[src/sv/bfr_pkg.sv]
// ----------------------------------------------------------------------------
// bfr_pkg
// Types and constants shared by the bitmap font text renderer modules.
// ----------------------------------------------------------------------------
package bfr_pkg;

    // Command codes of an input beat
    localparam logic [1:0] CMD_LOAD  = 2'd0;
    localparam logic [1:0] CMD_START = 2'd1;
    localparam logic [1:0] CMD_CHAR  = 2'd2;

    // Configuration register indexes
    localparam logic [2:0] CFG_GLYPH_WIDTH   = 3'd0;
    localparam logic [2:0] CFG_GLYPH_HEIGHT  = 3'd1;
    localparam logic [2:0] CFG_SCREEN_WIDTH  = 3'd2;
    localparam logic [2:0] CFG_SCREEN_HEIGHT = 3'd3;
    localparam logic [2:0] CFG_FORE_COLOR    = 3'd4;
    localparam logic [2:0] CFG_BACK_COLOR    = 3'd5;

    // Result kinds
    localparam logic KIND_WINDOW = 1'b0;
    localparam logic KIND_ROW    = 1'b1;

    // Character codes with a meaning of their own
    localparam logic [7:0] CODE_END   = 8'd0;
    localparam logic [7:0] CODE_SPACE = 8'd32;

    // Glyph address: (code - first code) * height + row, at most 8191
    localparam int GLYPH_ADDR_W = 13;
    // Wide enough to compare any glyph or load address with the store depth
    localparam int CMP_ADDR_W   = 17;

    typedef struct packed {
        logic [1:0]  cmd;
        logic [11:0] font_address;
        logic [15:0] font_word;
        logic [8:0]  start_col;
        logic [8:0]  start_row;
        logic [7:0]  char_code;
    } t_in_item;

    typedef struct packed {
        logic        item_kind;
        logic [8:0]  win_left;
        logic [8:0]  win_top;
        logic [9:0]  win_right;
        logic [9:0]  win_bottom;
        logic [15:0] row_mask;
        logic [15:0] on_color;
        logic [15:0] off_color;
        logic        last;
    } t_out_item;

    // One glyph to draw, handed from the front to the back
    typedef struct packed {
        logic [8:0]              left;
        logic [8:0]              top;
        logic [9:0]              right;
        logic [9:0]              bottom;
        logic [GLYPH_ADDR_W-1:0] base;
        logic [5:0]              height;
        logic [15:0]             fore;
        logic [15:0]             back;
    } t_job;

    // Queue status seen by both sides
    typedef struct packed {
        logic full;
        logic empty;
    } t_queue_status;

endpackage

[src/sv/bfr_front.sv]
// ----------------------------------------------------------------------------
// bfr_front
// Accepts input beats, holds configuration, cursor and stop flag, writes the
// font store and lays out each character into a drawing job.
// ----------------------------------------------------------------------------
module bfr_front
    import bfr_pkg::*;
#(
    parameter int FONT_WORDS = 4096,
    parameter int FIRST_CODE = 32
) (
    input  logic                          i_clk,
    input  logic                          i_rst_n,
    input  logic                          i_cfg_we,
    input  logic [2:0]                    i_cfg_index,
    input  logic [15:0]                   i_cfg_data,
    input  logic                          i_in_valid,
    input  t_in_item                      i_in_data,
    output logic                          o_in_stall,
    input  t_queue_status                 i_queue_status,
    input  logic                          i_back_busy,
    output logic                          o_push,
    output t_job                          o_push_job,
    output logic                          o_font_we,
    output logic [$clog2(FONT_WORDS)-1:0] o_font_waddr,
    output logic [15:0]                   o_font_wdata
);

    localparam int AW = $clog2(FONT_WORDS);

    logic [4:0]  r_glyph_w;
    logic [5:0]  r_glyph_h;
    logic [8:0]  r_screen_w;
    logic [8:0]  r_screen_h;
    logic [15:0] r_fore;
    logic [15:0] r_back;
    logic [8:0]  r_col;
    logic [8:0]  r_row;
    logic        r_halted;
    logic [8:0]  n_col;
    logic [8:0]  n_row;
    logic        n_halted;

    logic [4:0]            w;
    logic [5:0]            h;
    logic [9:0]            col_sum;
    logic                  wrap;
    logic [9:0]            nrow;
    logic [10:0]           nrow_next;
    logic                  bottom_hit;
    logic [8:0]            col_eff;
    logic [8:0]            row_eff;
    logic [9:0]            adv_col;
    logic [7:0]            code_off;
    logic [13:0]           base_full;
    logic [CMP_ADDR_W-1:0] load_addr;
    logic                  accept;
    logic                  is_char;

    // Clamp glyph size to its legal range
    always_comb begin
        if (r_glyph_w == 5'd0) begin
            w = 5'd1;
        end else if (r_glyph_w > 5'd16) begin
            w = 5'd16;
        end else begin
            w = r_glyph_w;
        end
        if (r_glyph_h == 6'd0) begin
            h = 6'd1;
        end else if (r_glyph_h > 6'd32) begin
            h = 6'd32;
        end else begin
            h = r_glyph_h;
        end
    end

    // Wrap and bottom tests
    assign col_sum    = {1'b0, r_col} + 10'(w);
    assign wrap       = (col_sum >= {1'b0, r_screen_w});
    assign nrow       = {1'b0, r_row} + 10'(h);
    assign nrow_next  = {1'b0, nrow} + 11'(h);
    assign bottom_hit = (nrow_next >= {2'b00, r_screen_h});
    assign col_eff    = wrap ? 9'd0 : r_col;
    assign row_eff    = wrap ? nrow[8:0] : r_row;
    assign adv_col    = {1'b0, col_eff} + 10'(w);

    // Glyph window and font base address
    assign code_off  = i_in_data.char_code - 8'(FIRST_CODE);
    assign base_full = 14'(code_off) * 14'(h);

    assign o_push_job.left   = col_eff;
    assign o_push_job.top    = row_eff;
    assign o_push_job.right  = {1'b0, col_eff} + 10'(w) - 10'd1;
    assign o_push_job.bottom = {1'b0, row_eff} + 10'(h) - 10'd1;
    assign o_push_job.base   = base_full[GLYPH_ADDR_W-1:0];
    assign o_push_job.height = h;
    assign o_push_job.fore   = r_fore;
    assign o_push_job.back   = r_back;

    // Hold loads until drawing has read all it needs; hold characters on a full queue
    always_comb begin
        case (i_in_data.cmd)
            CMD_LOAD: o_in_stall = i_back_busy || !i_queue_status.empty;
            CMD_CHAR: o_in_stall = i_queue_status.full;
            default:  o_in_stall = 1'b0;
        endcase
    end

    assign accept  = i_in_valid && !o_in_stall;
    assign is_char = accept && (i_in_data.cmd == CMD_CHAR) && !r_halted;

    // Font store write
    assign load_addr    = CMP_ADDR_W'(i_in_data.font_address);
    assign o_font_we    = accept && (i_in_data.cmd == CMD_LOAD)
                          && (load_addr < CMP_ADDR_W'(FONT_WORDS));
    assign o_font_waddr = load_addr[AW-1:0];
    assign o_font_wdata = i_in_data.font_word;

    // Cursor, stop flag and job push
    always_comb begin
        n_col    = r_col;
        n_row    = r_row;
        n_halted = r_halted;
        o_push   = 1'b0;
        if (accept && (i_in_data.cmd == CMD_START)) begin
            n_col    = i_in_data.start_col;
            n_row    = i_in_data.start_row;
            n_halted = 1'b0;
        end else if (is_char) begin
            if (i_in_data.char_code == CODE_END) begin
                n_halted = 1'b1;
            end else if (i_in_data.char_code >= 8'(FIRST_CODE)) begin
                n_col = col_eff;
                n_row = row_eff;
                if (wrap && bottom_hit) begin
                    n_halted = 1'b1;
                end else if (!(wrap && (i_in_data.char_code == CODE_SPACE))) begin
                    o_push = 1'b1;
                    n_col  = adv_col[8:0];
                end
            end
        end
    end

    // Registers: configuration, cursor, stop flag
    always_ff @(posedge i_clk) begin
        if (!i_rst_n) begin
            r_glyph_w  <= 5'd7;
            r_glyph_h  <= 6'd10;
            r_screen_w <= 9'd240;
            r_screen_h <= 9'd240;
            r_fore     <= 16'hFFFF;
            r_back     <= 16'h0000;
            r_col      <= 9'd0;
            r_row      <= 9'd0;
            r_halted   <= 1'b0;
        end else begin
            r_col    <= n_col;
            r_row    <= n_row;
            r_halted <= n_halted;
            if (i_cfg_we) begin
                case (i_cfg_index)
                    CFG_GLYPH_WIDTH:   r_glyph_w  <= i_cfg_data[4:0];
                    CFG_GLYPH_HEIGHT:  r_glyph_h  <= i_cfg_data[5:0];
                    CFG_SCREEN_WIDTH:  r_screen_w <= i_cfg_data[8:0];
                    CFG_SCREEN_HEIGHT: r_screen_h <= i_cfg_data[8:0];
                    CFG_FORE_COLOR:    r_fore     <= i_cfg_data;
                    CFG_BACK_COLOR:    r_back     <= i_cfg_data;
                    default:           r_fore     <= r_fore;
                endcase
            end
        end
    end

endmodule

[config.mk]
export PLATFORM = sky130hd
export DESIGN_NAME = bfr_front
export DESIGN_NICKNAME = d
export VERILOG_FILES = /design/src/sv/bfr_pkg.sv /design/src/sv/bfr_front.sv
export SDC_FILE = /design/constraint.sdc
export NUM_CORES = 1
export LEC_CHECK = 0
export ABC_AREA = 1
export ABC_CLOCK_PERIOD_IN_PS = 5900
export BUFFER_PORTS_ARGS = -buffer_cell sky130_fd_sc_hd__clkbuf_2
export CELL_PAD_IN_SITES_DETAIL_PLACEMENT = 1
export CELL_PAD_IN_SITES_GLOBAL_PLACEMENT = 1
export CORE_MARGIN = 3
export CORE_UTILIZATION = 34
export CTS_CLUSTER_DIAMETER = 30
export CTS_CLUSTER_SIZE = 40
export DETAILED_ROUTE_END_ITERATION = 12
export GPL_ROUTABILITY_DRIVEN = 0
export GPL_TIMING_DRIVEN = 0
export PLACE_DENSITY_LB_ADDON = 0.1
export SLEW_MARGIN = 15
export SYNTH_ARGS = -nofsm -noshare
export SYNTH_HDL_FRONTEND = slang
export SYNTH_SLANG_ARGS = --single-unit
[constraint.sdc]
create_clock -name i_clk -period 5.9 [get_ports i_clk]
set_clock_uncertainty 0.1 [all_clocks]
set_input_delay 1.18 -clock i_clk [delete_from_list [all_inputs] [get_ports i_clk]]
set_output_delay 1.18 -clock i_clk [all_outputs]
set_load 0.02 [all_outputs]
=== After elaboration in Yosys (flattened, before gate mapping) ===
Cells that the tools add are included.

* Add/sub/neg operators: 8
* Multipliers: 1
* Order comparisons: 6
* Equal/unequal tests: 9
* Muxes and demuxes: 26
* Bitwise gates (word level): 1
* Reductions and logical operators: 30

{| class="wikitable"
|+ Operators by type and width
! kind !! number
|-
| 9-bit 2-to-1 mux || 12
|-
| 9-bit by 5-bit adder with 10-bit output || 2
|-
| 9-bit by 6-bit adder with 10-bit output || 2
|-
| 10-bit by 1-bit subtractor with 10-bit output (second input constant) || 2
|-
| 12-bit by 13-bit less-than comparator with 1-bit output (second input constant) || 1
|-
| 8-bit by 6-bit multiplier with 13-bit output || 1
|-
| 6-bit 2-to-1 mux || 2
|-
| 2-bit AND reduction || 6
|-
| 10-bit by 6-bit adder with 11-bit output || 1
|-
| 11-bit by 9-bit greater-or-equal comparator with 1-bit output || 1
|-
| 10-bit by 9-bit greater-or-equal comparator with 1-bit output || 1
|-
| 5-bit 2-to-1 mux || 2
|-
| 1-bit 2-to-1 mux || 9
|-
| 8-bit by 6-bit == test with 1-bit output (second input constant) || 1
|-
| 8-bit by 6-bit greater-or-equal comparator with 1-bit output (second input constant) || 1
|-
| 1-bit logical AND || 8
|-
| 8-bit logical NOT || 1
|-
| 2-bit nonzero test || 4
|-
| 8-bit by 6-bit subtractor with 8-bit output (second input constant) || 1
|-
| 3-bit by 2-bit == test with 1-bit output (second input constant) || 2
|-
| 3-bit == test (second input constant) || 2
|-
| 6-bit > comparator (second input constant) || 1
|-
| 6-bit logical NOT || 1
|-
| 3-bit AND reduction || 2
|-
| 13 further kinds || 15
|}

* Register bits: 80
* Output and inout port bits: 120
* Logic and storage cells: 90

=== Depth between registers and ports, before layout ===
Gate-level depths: netlist (run 1).

* Word-level depth: 13
* Depth in mapped cells: 35
* Depth with buffers taken out: 34

=== Worst setup path after synthesis (run 1) ===
OpenSTA, ideal clock, no wires.

* Path kind: flip-flop to output port
* Start point: register r_glyph_w[3]
* End point: output port o_push_job[60] (netlist bit)
* Data arrival time: 4976 ps
* Data required time: 4620 ps
* Slack: -356 ps
* Stages on the path, launching flop included: 35
* Buffers on the path: 1
* Cell sequence: dfxtp_1 > inv_1 > nand4_1 > a21oi_1 > ha_1 > fa_1 > nand2_1 > nand2_1 > a21oi_1 > nor2_1 > o21ai_0 > xor2_1 > ha_1 > nand2_1 > inv_1 > nand2_1 > nand2_1 > nand2_2 > nand2_4 > buf_4 > nand2_1 > nand2_1 > inv_1 > ha_1 > inv_1 > ha_1 > inv_1 > fa_1 > o21ai_0 > a21oi_1 > o21bai_1 > nand2_1 > nand2_1 > a21oi_1 > xor2_1

{| class="wikitable"
|+ RTL lines
! what !! line !! source
|-
| start: declaration || bfr_front.sv:31 || <nowiki>logic [4:0] r_glyph_w;</nowiki>
|-
| start signal: assignment || bfr_front.sv:164 || <nowiki>CFG_GLYPH_WIDTH: r_glyph_w <= i_cfg_data[4:0];</nowiki>
|-
| end: declaration || bfr_front.sv:23 || <nowiki>output t_job o_push_job,</nowiki>
|}

==> metrics.log, run 1 <==
INFO  metric finalHoldViolCount = 0
INFO  metric area.growth.synth_to_final = 49.67%
INFO  metric cts-root-buf = sky130_fd_sc_hd__clkbuf_16
INFO  metric tritoncts_buffer_count = 9
INFO  metric die-width = 151.2 um
INFO  metric route.vias.total = 7672
INFO  metric crit_required = 4620 ps
INFO  metric final_net_count = 1516
INFO  metric max-vdd-ir-drop = 0.0001392 V
INFO  metric synth.cell_area = 7172 um^2
INFO  metric rsz_0062_raised_after_global_routing = true
INFO  metric cts_hold_buffers = 0
INFO  metric drv_slew = 0
INFO  metric cts_tree = built
INFO  metric synthesis.instances = 1026
INFO  metric failed_checks = negative setup slack
INFO  metric detailed_place_hpwl = 17670 um
INFO  metric initial_utilization = 34.99%
INFO  metric final_worst_path_setup_slack = -652.4 ps
INFO  metric largest_stage_delay_worst_path = 410 ps
INFO  metric die-area = 22870 um^2
INFO  metric setup.worst_path.end_class = output pin
INFO  metric routed_wl = 25750 um
INFO  metric synth.ff_latch_count = 80
INFO  metric drt-vias-per-instance = 4.789
INFO  metric tightestPinTransition = 663.0 ps
INFO  metric critical_path_peak_fanout = 6
INFO  metric drv.max_cap_violation_count = 0
INFO  metric grt_max_degree = 16
INFO  metric preCtsSetupSlack = -638.1 ps
INFO  metric critical_path.most_common_cell = sky130_fd_sc_hd__nand2_1
INFO  metric finalHoldWorstSlack = 360.1 ps
INFO  metric layout-drive-gt1-share = 40.39%
INFO  metric min_path_type = reg2reg
INFO  metric yosysTopAreaCell = sky130_fd_sc_hd__dfxtp_1
INFO  metric number_of_levels_the_h_tree_was_split_into = 3
INFO  metric antenna_violations_before_repair = 0
INFO  metric design.portCount = 202
INFO  metric slew_headroom = 55.64%
INFO  metric setup_viol_count_final = 18
INFO  metric drtIter0Drc = 231
INFO  metric coreArea = 20490 um^2
INFO  metric layout_min_cycle_time = 6552 ps
INFO  metric drt-wirelength-per-cell = 16.07 um
INFO  metric route.antenna.remaining_nets = 0
INFO  metric grt_pass1_vias = 7728
INFO  metric total_power = 2239 uW
INFO  metric ys.warnings.count = 0
INFO  metric fmax = 0.1526 GHz
INFO  metric clk_latency = 350 ps
INFO  metric grt_first_pass_wirelength = 38630 um
INFO  metric synth_enable_flop_cells = 0
INFO  metric global_route.usage.total = 20.98%
INFO  metric postLayoutCoreUtil = 52.37%
INFO  metric category_of_the_most_critical_setup_path = reg2out
INFO  metric syn_avg_cell_area = 6.990 um^2
INFO  metric static-leakage-power = 0.005463 uW
INFO  metric status = complete, but fails checks
INFO  metric synth.area.top_cells = sky130_fd_sc_hd__dfxtp_1, sky130_fd_sc_hd__ha_1, sky130_fd_sc_hd__nand2_1
INFO  metric synth_top_area_share = 22.33%
INFO  metric overflow = 0
INFO  metric power-per-cell-area = 208.6 nW/um^2
INFO  metric ys_seq_area_share = 22.33%
INFO  metric async_flop_share = 0%
INFO  metric post-route-period-util = 111.1%
INFO  metric synth_cell_type_count = 43
INFO  metric height_of_the_die = 151.2 um
INFO  metric io_buffer_count = 173
INFO  metric detail_route.first_pass.iterations = 5
INFO  metric synth_top_flop_cell = sky130_fd_sc_hd__dfxtp_1
INFO  metric num_rows = 52
INFO  metric cts.path.max_buffers = 2
INFO  metric post-route-drc-count = 0
INFO  metric syn_nets = 1215
INFO  metric tns = -7687 ps
INFO  metric tritoncts_num_sinks = 80
INFO  metric kind_of_start_point_of_the_critical_path = flop
INFO  metric antennaDiodeCount = 0
INFO  metric critical_path_arrival = 5270 ps
INFO  metric clkTransAtPathRegs = 70 ps
INFO  metric timing.critical_path.slowest_stage_cell = sky130_fd_sc_hd__fa_2
critical path: cells and delay by family, from the launching register on:
kind            cells  cell delay (ps)
compound gates      3              580
xor+xnor            3              420
fa+ha+maj           4             1090
buf+inv             7              820
flops               1              320
simple gates       15             1680
state kept, by name, indices dropped and copies added (netlist names):
signal      cells
r_back         16
r_col           9
r_fore         16
r_glyph_h       6
r_glyph_w       5
r_halted        1
r_row           9
r_screen_h      9
r_screen_w      9
layer usage:
metal | track usage, % | wire (um)
met2 | 37.21 | 13160
met3 | 2.962 | 1075
met4 | 4.306 | 257
met5 | 0 | 0
met1 | 27.10 | 11250
power breakdown:
part	internal, uW	total [uW]	switching, uW	leakage (uW)
Clock	346	605	259	0.000154
Sequential	559	573	13.4	0.000651
Combinational	480	1060	581	0.00466
Total	1380	2240	854	0.00546
per-stage QoR:
| step | instance area [um^2] | cells |
|---|---|---|
| 3_3_place_gp | 8502 | 1469 |
| 6_report | 10730 | 1602 |
| 2_1_floorplan | 7298 | 1026 |
| 3_5_place_dp | 8502 | 1469 |
| 4_1_cts | 10090 | 1572 |
| 5_1_grt | 10730 | 1602 |
area by class of cell:
cell class,instances,area (um^2)
Inverter,191,739.5
Sequential cell,80,1617
Buffer,50,335.3
Multi-Input combinational cell,705,5405
Clock inverter,6,73.82
Fill cell,2605,9761
Tap cell,270,337.8
Clock buffer,10,239.0
Timing Repair Buffer,290,1987
layout by cell type (no fill, tap or decap), types with 6 or more instances in the layout:
master                      instances
sky130_fd_sc_hd__nand2_1          181
sky130_fd_sc_hd__inv_1            158
sky130_fd_sc_hd__clkbuf_2         150
sky130_fd_sc_hd__buf_4            134
sky130_fd_sc_hd__nor2_1            88
sky130_fd_sc_hd__dfxtp_1           72
sky130_fd_sc_hd__ha_1              54
sky130_fd_sc_hd__o21ai_0           46
sky130_fd_sc_hd__nand3_1           45
sky130_fd_sc_hd__a21oi_1           31
sky130_fd_sc_hd__inv_2             27
sky130_fd_sc_hd__xor2_1            27
sky130_fd_sc_hd__a21oi_2           25
sky130_fd_sc_hd__nand2_2           24
sky130_fd_sc_hd__fa_1              23
sky130_fd_sc_hd__ha_4              22
sky130_fd_sc_hd__buf_6             21
sky130_fd_sc_hd__clkbuf_1          14
sky130_fd_sc_hd__nor2_4            13
sky130_fd_sc_hd__a31oi_1           13
sky130_fd_sc_hd__nor2_2            10
sky130_fd_sc_hd__o211ai_1          10
sky130_fd_sc_hd__clkbuf_16         10
sky130_fd_sc_hd__clkbuf_8           9
sky130_fd_sc_hd__xor2_2             9
sky130_fd_sc_hd__nand4_1            8
sky130_fd_sc_hd__nand2_4            7
sky130_fd_sc_hd__fa_2               6
sky130_fd_sc_hd__dfxtp_2            6
repair_timing:
| item | 4_1_cts | 5_1_grt |
|---|---|---|
| pin swaps | 62 | 77 |
| gates resized for setup | 162 | 101 |
| cloned | 1 | 0 |
| buffers inserted | 95 | 32 |
| endpoints found under the setup margin | 24 | 23 |
path summary, 6_finish.rpt:
path / from / end / slack (ps) / cells after the start
max reg2reg: r_glyph_w[3]$_SDFFE_PN0P_ / r_col[8]$_SDFFE_PN0P_ / -530 / 45
min: r_fore[8]$_SDFFE_PN1P_ / r_fore[8]$_SDFFE_PN1P_ / 360 / 2
min reg2reg: r_fore[8]$_SDFFE_PN1P_ / r_fore[8]$_SDFFE_PN1P_ / 360 / 2
max: r_glyph_w[3]$_SDFFE_PN0P_ / o_push_job[68] / -650 / 32
cell families (layout without fill, tap and decap cells):
logic type | after synthesis | in the layout | share of synthesized area (%)
adders and majority gates | 107 | 107 | 21.70
xor gates and xnor gates | 44 | 44 | 5.373
AOI/OAI and AO/OA | 156 | 156 | 12.42
and+or+nand+nor | 398 | 398 | 23.87
DFF | 80 | 80 | 22.33
buffers and inverters | 241 | 547 | 14.31
cells in the mapped netlist, types with 5 or more instances:
cell type	count
sky130_fd_sc_hd__nand3_1	49
sky130_fd_sc_hd__xor2_1	36
sky130_fd_sc_hd__buf_4	29
sky130_fd_sc_hd__nand4_1	8
sky130_fd_sc_hd__o211ai_1	10
sky130_fd_sc_hd__ha_1	78
sky130_fd_sc_hd__clkbuf_1	15
sky130_fd_sc_hd__xnor2_1	8
sky130_fd_sc_hd__nand2_2	6
sky130_fd_sc_hd__o21ai_2	5
sky130_fd_sc_hd__nor3_1	6
sky130_fd_sc_hd__a31oi_1	13
sky130_fd_sc_hd__a21oi_1	59
sky130_fd_sc_hd__inv_1	187
sky130_fd_sc_hd__nand2_1	206
sky130_fd_sc_hd__dfxtp_1	80
sky130_fd_sc_hd__nor2_1	106
sky130_fd_sc_hd__fa_1	29
sky130_fd_sc_hd__o21ai_0	53
No activity file was read; power rests on OpenSTA's default activity.
==> inputs of run 2 (changes only) <==
--- a/config.mk
+++ b/config.mk
@@ -5,13 +5,12 @@
 export SDC_FILE = /design/constraint.sdc
 export NUM_CORES = 1
 export LEC_CHECK = 0
-export ABC_AREA = 1
 export ABC_CLOCK_PERIOD_IN_PS = 5900
 export BUFFER_PORTS_ARGS = -buffer_cell sky130_fd_sc_hd__clkbuf_2
 export CELL_PAD_IN_SITES_DETAIL_PLACEMENT = 1
 export CELL_PAD_IN_SITES_GLOBAL_PLACEMENT = 1
 export CORE_MARGIN = 3
-export CORE_UTILIZATION = 34
+export CORE_UTILIZATION = 35
 export CTS_CLUSTER_DIAMETER = 30
 export CTS_CLUSTER_SIZE = 40
 export DETAILED_ROUTE_END_ITERATION = 12
==> metrics.log, run 2 <==
INFO  metric routed_wl = 25170 um
INFO  metric post-route-period-util = 112.8%
INFO  metric critical_path_arrival = 5380 ps
INFO  metric top_regs = r_back: 16 flops, r_fore: 16 flops
INFO  metric synth.area.top_cells = sky130_fd_sc_hd__dfxtp_1, sky130_fd_sc_hd__ha_1, sky130_fd_sc_hd__nand2_1
INFO  metric grt_pass1_vias = 7415
INFO  metric category_of_the_most_critical_setup_path = reg2out
INFO  metric die-area = 22300 um^2
INFO  metric synthesis.instances = 926
INFO  metric coreArea = 19850 um^2
INFO  metric finalHoldWorstSlack = 352.4 ps
INFO  metric tightestPinTransition = 828.9 ps
INFO  metric num_rows = 51
INFO  metric rsz_0062_raised_after_global_routing = true
INFO  metric height_of_the_die = 149.3 um
INFO  metric final_net_count = 1358
INFO  metric grt_max_degree = 15
INFO  metric tns = -7397 ps
INFO  metric overflow = 0
INFO  metric synth_enable_flop_cells = 0
INFO  metric drv_slew = 0
INFO  metric failed_checks = negative setup slack
INFO  metric finalHoldViolCount = 0
INFO  metric cts-root-buf = sky130_fd_sc_hd__clkbuf_16
INFO  metric post-route-drc-count = 0
INFO  metric synth_top_flop_cell = sky130_fd_sc_hd__dfxtp_1
INFO  metric ys.warnings.count = 0
INFO  metric design.portCount = 202
INFO  metric ys_seq_area_share = 22.27%
INFO  metric cts_tree = built
INFO  metric syn_nets = 1115
INFO  metric drt-wirelength-per-cell = 17.50 um
INFO  metric synth.cell_area = 7191 um^2
INFO  metric stdcell_area = 10400 um^2
INFO  metric detail_route.first_pass.iterations = 4
INFO  metric placed_area = 8597 um^2
INFO  metric fmax = 0.1502 GHz
INFO  metric max-vdd-ir-drop = 0.0001494 V
INFO  metric most_used_cells_in_the_layout_excluding_fill_and_tap_cells = sky130_fd_sc_hd__nand2_1, sky130_fd_sc_hd__clkbuf_2, sky130_fd_sc_hd__buf_4
INFO  metric status = complete, but fails checks
INFO  metric async_flop_share = 0%
INFO  metric layout_min_cycle_time = 6656 ps
INFO  metric final_worst_path_setup_slack = -755.8 ps
INFO  metric yosysTopAreaCell = sky130_fd_sc_hd__dfxtp_1
INFO  metric crit_required = 4620 ps
INFO  metric drtIter0Drc = 195
INFO  metric clk_latency = 350 ps
INFO  metric total_power = 2077 uW
INFO  metric setup_viol_count_final = 16
INFO  metric antenna_violations_before_repair = 0
INFO  metric slew_headroom = 44.54%
INFO  metric grt_first_pass_wirelength = 38510 um
INFO  metric initial_utilization = 36.23%
INFO  metric power-per-cell-area = 199.7 nW/um^2
INFO  metric min_path_type = reg2reg
INFO  metric setup.worst_path.end_class = output pin
INFO  metric detailed_place_hpwl = 18270 um
INFO  metric cts_hold_buffers = 0
INFO  metric synth.ff_latch_count = 80
INFO  metric synth_top_area_share = 22.27%
INFO  metric drt-vias-per-instance = 5.099
INFO  metric antennaDiodeCount = 0
INFO  metric global_route.usage.total = 21.76%
INFO  metric synth_cell_type_count = 68
INFO  metric drv.max_cap_violation_count = 0
INFO  metric static-leakage-power = 0.004889 uW
INFO  metric die-width = 149.3 um
INFO  metric route.antenna.remaining_nets = 0
INFO  metric route.vias.total = 7332
INFO  metric clkTransAtPathRegs = 60 ps
INFO  metric layout-drive-gt1-share = 38.02%
INFO  metric tritoncts_buffer_count = 9
INFO  metric number_of_levels_the_h_tree_was_split_into = 3
INFO  metric cts.path.max_buffers = 2
INFO  metric syn_avg_cell_area = 7.765 um^2
INFO  metric layout_commonest_cell = sky130_fd_sc_hd__nand2_1
INFO  metric area.growth.synth_to_final = 44.65%
INFO  metric synth.cells.most_frequent = sky130_fd_sc_hd__nand2_1, sky130_fd_sc_hd__inv_1, sky130_fd_sc_hd__dfxtp_1
INFO  metric kind_of_start_point_of_the_critical_path = flop
INFO  metric critical_path_peak_fanout = 7
INFO  metric tritoncts_num_sinks = 80
INFO  metric synth_most_common_cell = sky130_fd_sc_hd__nand2_1
INFO  metric io_buffer_count = 172
[run 2: changes by cell type in the layout (fill, tap and decap cells not counted), sizes merged, moves of 19 or more]
cell   previous run  this run
inv             192        91
buf             167       108
nor2            111        54
nand2           213       161
o21ai            60        25
xnor2             8        31
and2              0        22
xor2             36        17
[run 2: area by class of cell]
type / count / area [um^2]
repair buffers: 232 / 1528
well taps: 265 / 331.6
clock inverters: 6 / 92.59
inverters: 90 / 352.8
plain buffers: 66 / 416.7
multi-input cells: 690 / 5839
flip-flops and latches: 80 / 1615
fillers: 2370 / 9444
clock buffers: 9 / 225.2
[run 2: critical path: stages (launching register included)]
cell                        delay [ps]
sky130_fd_sc_hd__dfxtp_4           420
sky130_fd_sc_hd__nand2b_4          160
sky130_fd_sc_hd__inv_1              80
sky130_fd_sc_hd__ha_1              290
sky130_fd_sc_hd__nand3_2            90
sky130_fd_sc_hd__a21boi_2          200
sky130_fd_sc_hd__o21a_1            150
sky130_fd_sc_hd__nor2_2             50
sky130_fd_sc_hd__xnor2_1           130
sky130_fd_sc_hd__ha_1              340
sky130_fd_sc_hd__and3_1            180
sky130_fd_sc_hd__a221oi_2          300
sky130_fd_sc_hd__o211a_4           210
sky130_fd_sc_hd__buf_8             100
sky130_fd_sc_hd__clkbuf_16         120
sky130_fd_sc_hd__and2_4            150
sky130_fd_sc_hd__ha_4              150
sky130_fd_sc_hd__inv_2              40
sky130_fd_sc_hd__fa_2              390
sky130_fd_sc_hd__nor2b_4           170
sky130_fd_sc_hd__o21a_1            210
sky130_fd_sc_hd__o21a_4            190
sky130_fd_sc_hd__buf_6             110
sky130_fd_sc_hd__o21ai_2            50
sky130_fd_sc_hd__xor2_1            270
sky130_fd_sc_hd__a32oi_1           160
sky130_fd_sc_hd__o21ai_1           170
sky130_fd_sc_hd__buf_4             160
[run 2: metrics by stage]
| step | setup slack, ps | instances | util [%] |
|---|---|---|---|
| after CTS | -828.9 | 1417 | 49.12 |
| after detailed placement | -915.1 | 1363 | 43.32 |
| final | -755.8 | 1438 | 52.41 |
| after floorplan | -220.6 | 926 | - |
| after global routing | -1084 | 1438 | 52.41 |
| after global placement | -902.3 | 1363 | 43.32 |
[run 2: worst paths after layout]
path	start	end	slack [ps]	cells past startpoint
setup / recovery	r_glyph_w[4]$_SDFFE_PN0P_	o_push_job[69]	-760	27
hold / removal	r_back[15]$_SDFFE_PN0P_	r_back[15]$_SDFFE_PN0P_	350	2
setup reg to reg	r_glyph_w[4]$_SDFFE_PN0P_	r_col[8]$_SDFFE_PN0P_	520	28
hold reg to reg	r_back[15]$_SDFFE_PN0P_	r_back[15]$_SDFFE_PN0P_	350	2
[run 2: repair_timing]
item / 4_1_cts / 5_1_grt
buffers inserted: 40 / 22
pin swaps: 62 / 83
cloned: 0 / 0
endpoints found under the setup margin: 25 / 23
resized for setup: 117 / 126
[run 2: per-layer routing]
metal	up-vias	GRT usage, %	wire, um
met2	145	38.67	12790
met5	-	0	0
met3	12	3.920	1135
met4	0	4.073	178
li1	3582	-	-
met1	3593	27.82	11070
[run 2: power by group]
part,switching (uW),internal [uW]
logic,476,405
registers,12.9,557
clock network,254,372
[run 2: kinds of logic (layout without fill, tap and decap cells)]
family                   after synthesis  count (layout)  share of synthesized area [%]
AO/OA/AOI/OAI                        178             178                          16.58
XOR/XNOR                              48              48                          5.846
adder cells (fa/ha/maj)              107             107                          21.65
buffers and inverters                156             403                          9.657
flip-flops                            80              80                          22.27
multiplexers                          13              13                          1.897
AND/OR/NAND/NOR                      344             344                          22.10
==> inputs of run 3 (changes only) <==
--- a/config.mk
+++ b/config.mk
@@ -5,18 +5,19 @@
 export SDC_FILE = /design/constraint.sdc
 export NUM_CORES = 1
 export LEC_CHECK = 0
-export ABC_CLOCK_PERIOD_IN_PS = 5900
 export BUFFER_PORTS_ARGS = -buffer_cell sky130_fd_sc_hd__clkbuf_2
 export CELL_PAD_IN_SITES_DETAIL_PLACEMENT = 1
 export CELL_PAD_IN_SITES_GLOBAL_PLACEMENT = 1
 export CORE_MARGIN = 3
 export CORE_UTILIZATION = 35
+export CTS_BUF_LIST = sky130_fd_sc_hd__clkbuf_16
 export CTS_CLUSTER_DIAMETER = 30
 export CTS_CLUSTER_SIZE = 40
 export DETAILED_ROUTE_END_ITERATION = 12
 export GPL_ROUTABILITY_DRIVEN = 0
 export GPL_TIMING_DRIVEN = 0
 export PLACE_DENSITY_LB_ADDON = 0.1
+export SKIP_CTS_REPAIR_TIMING = 1
 export SLEW_MARGIN = 15
 export SYNTH_ARGS = -nofsm -noshare
 export SYNTH_HDL_FRONTEND = slang
==> metrics.log, run 3 (same netlist as run 2, synthesis figures left out) <==
INFO  metric status = complete, but fails checks
INFO  metric failed_checks = negative setup slack
INFO  metric placed_area = 8597 um^2
INFO  metric slew_headroom = 47.00%
INFO  metric layout_commonest_cell = sky130_fd_sc_hd__nand2_1
INFO  metric route.antenna.remaining_nets = 0
INFO  metric total_power = 2007 uW
INFO  metric timing.critical_path.slowest_stage_cell = sky130_fd_sc_hd__or4_1
INFO  metric preCtsSetupSlack = -915.1 ps
INFO  metric setup_viol_count_final = 18
INFO  metric power.net_switching = 717.1 uW
INFO  metric detailed_place_hpwl = 18270 um
INFO  metric drv.max_cap_violation_count = 0
INFO  metric worst_path_dominant_cell_family = compound AO/OA/AOI/OAI gates
INFO  metric overflow = 0
INFO  metric drt-wirelength-per-cell = 16.81 um
INFO  metric tritoncts_buffer_count = 9
INFO  metric rr_startpoint = r_glyph_w[1]$_SDFFE_PN1P_
INFO  metric final_worst_path_setup_slack = -801.1 ps
INFO  metric kind_of_start_point_of_the_critical_path = flop
INFO  metric area.growth.synth_to_final = 37.97%
INFO  metric die-area = 22300 um^2
INFO  metric netSwitchingFraction = 35.72%
INFO  metric whs_endpoint = r_back[15]$_SDFFE_PN0P_
INFO  metric die-width = 149.3 um
INFO  metric grtUsageMet3 = 3.829%
INFO  metric route.vias.total = 7219
INFO  metric hold_path.startpoint = r_back[15]$_SDFFE_PN0P_
INFO  metric drtIter0Drc = 234
INFO  metric antenna_violations_before_repair = 0
INFO  metric tritoncts_num_sinks = 80
INFO  metric rrSetupSlack = 810 ps
INFO  metric grt.busiest_layer = met2
INFO  metric height_of_the_die = 149.3 um
INFO  metric drv_slew = 0
INFO  metric io_buffer_count = 172
INFO  metric cellInternalPower = 1290 uW
INFO  metric grt_max_degree = 15
INFO  metric drt-vias-per-instance = 5.070
INFO  metric clk_latency = 350 ps
INFO  metric cts-root-buf = sky130_fd_sc_hd__clkbuf_16
INFO  metric critical_path_peak_fanout = 7
INFO  metric post-place-cells = 1363
INFO  metric crit_required = 4620 ps
INFO  metric cts_tree = built
INFO  metric tightestPinTransition = 792.1 ps
INFO  metric critical_path_arrival = 5420 ps
INFO  metric post-route-period-util = 113.6%
INFO  metric power-per-cell-area = 202.3 nW/um^2
INFO  metric grt_pass1_vias = 7013
INFO  metric most_used_cells_in_the_layout_excluding_fill_and_tap_cells = sky130_fd_sc_hd__nand2_1, sky130_fd_sc_hd__clkbuf_2, sky130_fd_sc_hd__buf_4
INFO  metric coreArea = 19850 um^2
INFO  metric nFillCells = 2416
INFO  metric worstHoldPathCells = 2
INFO  metric final_cell_count_no_fill = 1424
INFO  metric cts.path.max_buffers = 2
INFO  metric layout_min_cycle_time = 6701 ps
INFO  metric path_buf_inv = 4
INFO  metric rsz_0062_raised_after_global_routing = true
INFO  metric category_of_the_most_critical_setup_path = reg2out
INFO  metric grt_util_met2 = 35.26%
INFO  metric initial_utilization = 36.23%
INFO  metric clkTransAtPathRegs = 60 ps
INFO  metric stdcell_area = 9921 um^2
INFO  metric r2r-end = r_col[8]$_SDFFE_PN0P_
INFO  metric number_of_levels_the_h_tree_was_split_into = 3
INFO  metric max-vdd-ir-drop = 0.0001513 V
INFO  metric fmax = 0.1492 GHz
INFO  metric setup.worst_path.end_class = output pin
INFO  metric combinationalPowerShare = 40.5%
INFO  metric proportion_of_power_drawn_by_the_clock_network = 31.2%
INFO  metric final_net_count = 1344
INFO  metric post-route-drc-count = 0
INFO  metric routed_wl = 23940 um
INFO  metric grt_first_pass_wirelength = 36080 um
INFO  metric layout-drive-gt1-share = 34.94%
INFO  metric min_path_type = reg2reg
INFO  metric global_route.usage.total = 20.34%
INFO  metric static-leakage-power = 0.004741 uW
INFO  metric top_regs = r_back: 16 flops, r_fore: 16 flops
INFO  metric finalHoldViolCount = 0
INFO  metric num_rows = 51
INFO  metric detail_route.first_pass.iterations = 4
INFO  metric met1_resource_use_gr = 26.61%
INFO  metric antennaDiodeCount = 0
INFO  metric power.sequential.fraction = 28.3%
INFO  metric largest_stage_delay_worst_path = 410 ps
INFO  metric design.portCount = 202
INFO  metric rr_worst_depth = 26
run 3: cell type report:
type	instances	area [um^2]	share of cell area, %
buffer	66	406.6	4.099
clock buffer	9	225.2	2.270
clock inverter	6	92.59	0.9333
inverter	90	345.3	3.481
multi-input combinational	690	5564	56.09
sequential	80	1620	16.33
tap	265	331.6	3.342
timing repair buffer	218	1335	13.46
run 3: worst max-delay path by stage:
stage | to | cells past startpoint | start | slack [ps]
6_report | o_push_job[67] | 25 | r_glyph_w[1]$_SDFFE_PN1P_ | -800
5_1_grt | o_push_job[67] | 26 | r_glyph_w[3]$_SDFFE_PN0P_ | -1080
4_1_cts | o_push_job[60] | 28 | r_glyph_w[1]$_SDFFE_PN1P_ | -1340
3_5_place_dp | o_push_job[60] | 28 | r_glyph_w[1]$_SDFFE_PN1P_ | -920
3_3_place_gp | o_push_job[60] | 28 | r_glyph_w[1]$_SDFFE_PN1P_ | -900
2_1_floorplan | o_push_job[67] | 24 | r_glyph_w[1]$_SDFFE_PN1P_ | -220
run 3: power groups by stage:
stage | Combinational, uW | Sequential, uW | Clock [uW]
4_1_cts | 662 | 569 | 644
6_report | 812 | 569 | 627
3_3_place_gp | 647 | 581 | 0
2_1_floorplan | 463 | 586 | 0
5_1_grt | 897 | 571 | 669
3_5_place_dp | 658 | 581 | 0
run 3: metal layers:
layer	wire length, um	vias up	share of wire [%]
met4	220	0	0.92
li1	-	3552	-
met2	11700	152	49
met3	1154	16	4.8
met1	10870	3499	45
met5	0	-	0
run 3: per-stage QoR:
stage                     utilization [%]  hold slack [ps]  TNS, ps
after global placement              43.32            343.8   -10010
after floorplan                         -            336.3   -809.7
final                               49.99            352.4    -7502
after CTS                           44.92            357.1   -19670
after global routing                49.99            380.6   -12830
after detailed placement            43.32            348.2   -10440
run 3: worst register-to-register path: stages, from the launching register on:
cell                       delay (ps)
sky130_fd_sc_hd__dfxtp_4          350
sky130_fd_sc_hd__nor3_2            40
sky130_fd_sc_hd__nor2_1           110
sky130_fd_sc_hd__nor2_2            60
sky130_fd_sc_hd__ha_2             190
sky130_fd_sc_hd__fa_2             350
sky130_fd_sc_hd__a21o_1           200
sky130_fd_sc_hd__a21oi_2          180
sky130_fd_sc_hd__xnor2_1          140
sky130_fd_sc_hd__ha_1             260
sky130_fd_sc_hd__a21o_1           190
sky130_fd_sc_hd__a221oi_2         300
sky130_fd_sc_hd__o211a_2          250
sky130_fd_sc_hd__buf_8            110
sky130_fd_sc_hd__buf_8            110
sky130_fd_sc_hd__and2_4           160
sky130_fd_sc_hd__ha_4             140
sky130_fd_sc_hd__inv_2             40
sky130_fd_sc_hd__fa_2             380
sky130_fd_sc_hd__nor2b_4          170
sky130_fd_sc_hd__o21a_1           150
sky130_fd_sc_hd__o21a_2           200
sky130_fd_sc_hd__buf_6            130
sky130_fd_sc_hd__o21ai_4           50
sky130_fd_sc_hd__xor2_2           170
sky130_fd_sc_hd__or3_1            370
sky130_fd_sc_hd__a21oi_1          120
